## src/rtl/core/brd_ram.sv

```systemverilog
`timescale 1ns / 1ps

module brd_ram #(
	parameter int WIDTH = 8,
	parameter int DEPTH = 16
) (
	input  logic                     clk,
	input  logic                     we,
	input  logic [$clog2(DEPTH)-1:0] waddr,
	input  logic [WIDTH-1:0]         wdata,
	input  logic                     re,
	input  logic [$clog2(DEPTH)-1:0] raddr,
	output logic [WIDTH-1:0]         rdata
);

	logic [WIDTH-1:0] mem_q [DEPTH];

	always_ff @(posedge clk) begin
		if (we) begin
			mem_q[waddr] <= wdata;
		end
		if (re) begin
			rdata <= mem_q[raddr];
		end
	end

endmodule

```

## config.mk

```make
export PLATFORM = sky130hd
export DESIGN_NAME = brd_ram
export DESIGN_NICKNAME = d
export VERILOG_FILES = /design/src/rtl/core/brd_ram.sv
export SDC_FILE = /design/constraint.sdc
export NUM_CORES = 1
export LEC_CHECK = 0
export BUFFER_PORTS_ARGS = -buffer_cell sky130_fd_sc_hd__buf_2
export CAP_MARGIN = 40
export CORE_UTILIZATION = 25
export CTS_BUF_LIST = sky130_fd_sc_hd__clkbuf_16
export DETAILED_ROUTE_END_ITERATION = 12
export PLACE_DENSITY_LB_ADDON = 0.2
export SLEW_MARGIN = 20
export SYNTH_ARGS = -nofsm -noshare
export SYNTH_HDL_FRONTEND = slang
export SYNTH_SLANG_ARGS = --single-unit
```

## constraint.sdc

```tcl
create_clock -name clk -period 4.35 [get_ports clk]
set_clock_uncertainty 0.1 [all_clocks]
set_input_delay 0.435 -clock clk [delete_from_list [all_inputs] [get_ports clk]]
set_output_delay 0.435 -clock clk [all_outputs]
set_load 0.05 [all_outputs]
```

## Yosys cells after proc, flatten, opt, wreduce, memory -nomap -nowiden

Memories as Yosys holds them, arrays and structs flattened. A register that Yosys moved wholly into a read port is not among the register bits.
Cells that the tools add are included.

- Bits in registers: 0
- Bits in latches: 0
- Bits in writable memories: 128
- Bits in read-only memories: 0
- Input port bits: 19
- Output and inout bits: 8
- Logic and storage cells: 3
- Memories: 1

- Add/subtract/negate cells: 0
- Multiply operators: 0
- Divide/modulo/power cells: 0
- $lt $le $gt $ge: 0
- Equality and inequality tests: 0
- Shifts and indexed selects: 0
- Mux-type cells: 2
- Bitwise gates (word level): 0
- Reductions and logical operators: 0

Memory list:

| name | words | width | rd ports | clocked after Yosys merged registers in | write ports | RTL line | source |
|---|---|---|---|---|---|---|---|
| mem_q | 16 | 8 | 1 | 1 | 1 | 16 | `logic [WIDTH-1:0] mem_q [DEPTH];` |

Operators with widths:

| operator | count |
|---|---|
| $mux W1 | 2 |

## Longest topological paths before layout

Gate-level depths: netlist of run 1.

- Word-level depth: 2
- Mapped depth: 5
- Depth with buffers taken out: 3

## Worst setup path after synthesis of run 1

No wires, ideal clock.

- Path type: in2reg
- Start point: input waddr[2]
- End point: memory mem_q[0][0] (enable)
- Library setup time: 0.383 ns
- Arrival time: 1.545 ns
- Setup slack: 2.322 ns
- Cell stages on the path: 2
- Buffers on the path: 0
- Path through: or3b_2 > nor3_1

RTL lines:

| element | RTL line | source |
|---|---|---|
| start: declaration | 9 | `input logic [$clog2(DEPTH)-1:0] waddr,` |
| end: declaration | 16 |  |

Straight into the memory's write port.

==> summary.md, run 1 <==
| Metric | Value |
|---|---|
| Cell area after synthesis | 5230 um2 |
| Sequential element share of the synthesized area | around 78% |
| Layout area overhead | 22.0% |
| Setup TNS | 0 ps |
| WL final | around 12000 um |
| H-tree depth | 4 |
| # hold bufs at CTS | 0 |
| Reg2reg setup slack | around 2600 ps |
| Logic pwr share | approximately 5.5% |
| Post_cts resized | 0 |
| Mapped Cells | roughly 230 |
| Mapped Nets | roughly 250 |
| CTS tree | built |
| 1st-pass router iterations | 4 |
| Largest family of logic cells by synthesized area | multiplexers |
| Worst reg2reg startpoint | mem_q[9][4] |
| Max Slew Vio Count | 0 |
| Achievable frequency | approximately 0.47 GHz |
| # rows | 52 |
| Setup crit start | raddr[0] |
| Total power | between 3 and 4 mW |
| Startpoint Class | input pin |
| Normalized max-slew margin | 48.0% |
| Fin cells | roughly 570 |
| CP Cell Sequence | buf_2, buf_16, mux4_1, a22oi_1, nand2_1 |
| Chip height | around 150 um |
| Total Die Area | 21500 um2 |
| Dpl cells | around 540 |
| Initial antenna violation count | 0 |
| HPWL after detailed placement | 7930 um |
| Synth warnings | 0 |
| MaxCap Viol Count | 0 |
| Floorplan die width | 147 um |
| Largest stage delay, worst path | between 500 and 600 ps |
| Post-layout min period | about 2100 ps |
| GRT Resource Usage Total | roughly 12% |
| Worst-Skew Late Latency | 410 ps |
| Core Area | 20400 um2 |
| Mean post-synth cell area | about 23 um2 |
| First-pass GRT wire length | 17900 um |
| Initial DRC Count | approximately 250 |
| Clock root buffer | clkbuf_16 |
| CTS clk-pin slew, worst paths | roughly 60 ps |
| CTS Sinks | around 140 |
| Vias in the first global route | about 2700 |
| Pwr dens | about 470 nW/um2 |
| Antenna fix cells | 0 |
| Via count | between 2000 and 3000 |
| Worst Path Buf+Inv | 2 |
| Least-Margin Pin Slew | between 700 and 800 ps |
| Fillers | 1971 |
| Critical-path maximum fanout | 16 |
| Clock share of power | between 40% and 50% |
| Sw power | 645 uW |
| Final hold vios | 0 |
| Post-Synth Simple-Gate Area | 3.14% |
| Gr ovfl total | 0 |
| Finished Core Util | about 31% |
| Part of the power in registers | 49.3% |
| Hold Path Class | input pin to flip-flop |
| Vias per cell | ~4.4 |
| Status | completed |
| Crit. End Element | flip-flop |
| Fin crit share | approximately half |
| Arrival time worst endpoint | around 2200 ps |
| NumNets Final | between 300 and 400 |
| Worst IR drop on VDD | ~360 uV |
| Worst path required time | roughly 4400 ps |
| Leak | ~2.1 nW |
| Final ANT Viol Nets | 0 |
| Switching Fraction | between 20% and 30% |
| Synth Area in XOR/XNOR | 0% |
| Drt drc | 0 |
| Initial core utilization | 25.7% |
| Fraction of layout cells with a size suffix above 1 | about 33% |
| RSZ-0062 raised after global routing | no |
| WS Path Type | input pin to flip-flop |
| Max Root-Sink Buffers | 2 |
| Synth cell types | 18 |
| Hold path start | wdata[5] |
| Mux contribution to synthesized area | between 10 and 15% |
| Top delay family on crit path | buffers and inverters |
| Synthesized-area fraction occupied by adder cells | 0% |
| IO Count | 27 |
| Internal power | roughly 2.4 mW |
| Largest net degree at the start of global routing | 19 |
| Slowest-stage cell, CP | mux4_1 |
| Port Buf Inserts | 26 |
| Post-synthesis register bit count | around 140 |
| Drt wl/cell | about 21 um |
| Setup violations, final | 0 |
| Placer congestion estimate | 0.676 |
| Num CTS Buffers | 17 |
| Synth Area in Compound Gates | 2.30% |
| Post-CTS Setup Inserts | 0 |
-- stage by stage --
stage,hold slack (ps),worst slack (ps),cell area (um2)
4_1_cts,288,2170,6380
2_1_floorplan,434,2320,5230
5_1_grt,305,2050,6380
6_report,302,2210,6380
3_3_place_gp,634,1550,5650
3_5_place_dp,637,1730,5810
-- final timing paths --
| path | endpoint | cells past startpoint |
|---|---|---|
| setup / recovery | rdata[3] | 5 |
| hold / removal | mem_q[5][5] | 1 |
| setup reg to reg | rdata[4] | 3 |
| hold reg to reg | rdata[7] | 3 |
-- placed cells by master, fill, tap and decap left out, drive strengths merged --
cell,instances
a22oi,16
and2,1
and2b,1
buf,46
bufinv,2
clkbuf,17
clkinv,8
clkinvlp,4
edfxtp,136
inv,1
mux4,32
nand2,9
nand2b,2
nand3,1
nand3b,2
nor2,13
nor2b,1
nor3,4
or3b,1
-- registers in the layout, indices dropped and copies added, names as in the netlist --
signal,count
mem_q,128
rdata,8
-- synthesized netlist by cell type --
master,instances,share of area [%]
mux4_2,18,7.8
or3b_2,1,0.17
mux4_1,14,7.0
buf_4,1,0.14
buf_2,3,0.29
nor2_1,13,0.93
nand3_1,1,0.096
nand2_1,9,0.65
nor3_1,4,0.38
edfxtp_1,136,78
buf_6,3,0.65
a22oi_1,16,2.3
nand2b_1,2,0.24
and2b_1,1,0.14
nor2b_1,1,0.12
nand3b_1,2,0.29
clkdlybuf4s25_2,3,0.57
and2_1,1,0.12
-- final cells by class --
cell class / count / area, um2 / area share [%]
clock inverter: 15 / 138 / 2.16
tap: 270 / 338 / 5.30
multi-input combinational: 83 / 1060 / 16.7
timing repair buffer: 46 / 328 / 5.14
clock buffer: 17 / 425 / 6.67
sequential: 136 / 4080 / 64.0
-- metal layers --
layer	routed length, um	track usage (%)
met3	645	3.53
met1	5930	17.5
met5	0	0
met4	169	4.43
met2	5190	16.7
-- power groups by stage --
stage	Combinational [mW]	Clock [mW]	Sequential, mW
after global placement	0.158	0	1.51
after CTS	0.170	1.39	1.49
after detailed placement	0.170	0	1.51
after floorplan	0.0745	0	1.53
final	0.166	1.36	1.49
after global routing	0.180	1.43	1.49
-- logic make-up (layout without fill, tap and decap cells) --
logic type | after synthesis | count (layout)
buffers and inverters | 10 | 78
AOI/OAI and AO/OA | 16 | 16
and+or+nand+nor | 35 | 35
DFF | 136 | 136
muxes | 32 | 32
(Power assumes the default switching activity.)
==> inputs of run 2 (changes only) <==
- clock period: 4.35 -> 1.9 ns (I/O delays scaled with it)
==> run 2 against run 1 <==
Count of clock-buffer cells in the layout stayed put. Routed wire length is 1.7% lower. Via count is 1.1% higher. Sequential power is 130% higher. First-iteration DRC count is 16% lower. Sequential share of layout area is 0.52 points lower. Utilization is 0.26 points higher. Hold slack worse by 240 ps. Setup slack worse by 2000 ps. Power is 130% higher. Critical path type is now flip-flop to flip-flop.
==> summary.md, run 2 (synthesized netlist as in run 1, its figures left out) <==
| Metric | Value |
|---|---|
| Status | completed |
| CTS Sinks | around 140 |
| Dpl cells | roughly 540 |
| # rows | 52 |
| 1st-pass router iterations | 4 |
| Post-layout min period | between 1500 and 2000 ps |
| WL final | between 10000 and 15000 um |
| # hold bufs at CTS | 0 |
| Fin crit share | 86.9% |
| Num CTS Buffers | 17 |
| Fillers | 1945 |
| Top Registers | mem_q: 128 flops, rdata: 8 flops |
| Worst reg2reg startpoint | mem_q[5][3] |
| MaxCap Viol Count | 0 |
| Area of the multi-input gates | between 1000 and 1500 um2 |
| Setup slack after layout | 249 ps |
| Wl on met1 | 5640 um |
| Arrival time worst endpoint | about 1700 ps |
| CP Cell Sequence | mux4_1, a22oi_1, nand2_1 |
| Internal power | 5.59 mW |
| Most common cell after layout, fill and taps aside | edfxtp_1 |
| Slowest-stage cell, CP | mux4_1 |
| Gr ovfl total | 0 |
| Final hold vios | 0 |
| Largest net degree at the start of global routing | 33 |
| Drt wl/cell | 20.6 um |
| Placer congestion estimate | approximately 0.7 |
| Worst Path Buf+Inv | 0 |
| IO Count | 27 |
| Chip height | roughly 150 um |
| Max reg flops | 128 |
| Placed Area | 5830 um2 |
| Logic pwr share | 5.4% |
| GRT Resource Usage Total | 11.7% |
| Seq. cell area | 4080 um2 |
| Fin cells | about 570 |
| NumNets Final | roughly 310 |
| Crit. End Element | flip-flop |
| Worst-Skew Late Latency | slightly above 400 ps |
| Leak | 2.13 nW |
| WL met3 | around 750 um |
| Clock root buffer | clkbuf_16 |
| Port Buf Inserts | 26 |
| CTS tree | built |
| Critical-path maximum fanout | 1 |
| Least-Margin Pin Slew | around 470 ps |
| Final ANT Viol Nets | 0 |
| Sw power | 1.49 mW |
| Setup violations, final | 0 |
| Initial antenna violation count | 0 |
| Max Slew Vio Count | 0 |
| Highest metal used | met4 |
| Startpoint Class | flip-flop |
| Vias in the first global route | approximately 2600 |
| Total Die Area | approximately 21000 um2 |
| Layout area overhead | 23.0% |
| Largest stage delay, worst path | approximately 580 ps |
| Post-CTS Setup Inserts | 0 |
| H-tree depth | 4 |
| Pwr dens | approximately 1100 nW/um2 |
| Setup crit start | mem_q[5][3] |
| Antenna fix cells | 0 |
| DR WL met2 | 5250 um |
| Max Root-Sink Buffers | 2 |
| Top reg by flops | mem_q |
| Hold Path Class | input pin to flip-flop |
| First-pass GRT wire length | 17300 um |
| Switching Fraction | between 20% and 30% |
| Normalized max-slew margin | between 60% and 70% |
| CTS clk-pin slew, worst paths | roughly 60 ps |
| Hold slack | roughly 65 ps |
| Part of the power in registers | between 40% and 50% |
| Top delay family on crit path | multiplexers |
| Achievable frequency | 0.606 GHz |
| Worst IR drop on VDD | between 600 and 700 uV |
| Via count | between 2000 and 3000 |
| Clock share of power | 46.5% |
| DP Worst Slack | -25.2 ps |
| Floorplan die width | between 100 and 150 um |
| RSZ-0062 raised after global routing | no |
| Final instance area | ~6400 um2 |
| Vias per cell | ~4.4 |
| Initial DRC Count | 208 |
| Drt drc | 0 |
| HPWL after detailed placement | around 7500 um |
| Initial core utilization | around a quarter |
| Core Area | 20400 um2 |
| Worst path required time | just under 2000 ps |
| Setup TNS | 0 ps |
| WS Path Type | flip-flop to flip-flop |
| Most frequent cells in the layout | edfxtp_1, buf_2, buf_4, mux4_2, clkbuf_16 |
| Hold path start | wdata[0] |
| Post_cts resized | 0 |
| Fraction of layout cells with a size suffix above 1 | ~33% |
==> run 2: cell count changes in the layout (fill, tap and decap cells not counted), sizes merged <==
cell / change
buf: +4
bufinv: +1
clkinv: -1
clkinvlp: -1
inv: +1
==> run 2: metal layers <==
metal,track usage (%),vias to the layer above
li1,-,1109
met1,16.6,1328
met2,16.8,82
met3,3.75,9
met4,3.75,0
met5,0,-
==> run 2: final timing paths <==
check / endpoint / slack [ps] / depth (start not counted)
min reg2reg: rdata[1] / 650 / 3
min: mem_q[5][0] / 60 / 1
max: rdata[3] / 250 / 3
max reg2reg: rdata[3] / 250 / 3
==> run 2: power groups by stage <==
| stage | combinational (mW) | sequential, mW | clock (mW) |
|---|---|---|---|
| 3_3_place_gp | 0.385 | 3.46 | 0 |
| 5_1_grt | 0.412 | 3.40 | 3.51 |
| 3_5_place_dp | 0.392 | 3.46 | 0 |
| 2_1_floorplan | 0.171 | 3.51 | 0 |
| 4_1_cts | 0.392 | 3.40 | 3.38 |
| 6_report | 0.383 | 3.40 | 3.29 |
==> run 2: layout make-up <==
class	count	area share, %
clock buffer	17	6.62
clock inverter	15	2.76
multi-input combinational	83	16.4
sequential	136	63.5
tap	270	5.25
timing repair buffer	50	5.41
==> run 2: metrics by stage <==
| step | power (mW) | util, % |
|---|---|---|
| final | 7.07 | 31.6 |
| after floorplan | 3.68 | - |
| after CTS | 7.17 | 31.6 |
| after global placement | 3.85 | 28.6 |
| after global routing | 7.32 | 31.6 |
| after detailed placement | 3.85 | 28.6 |
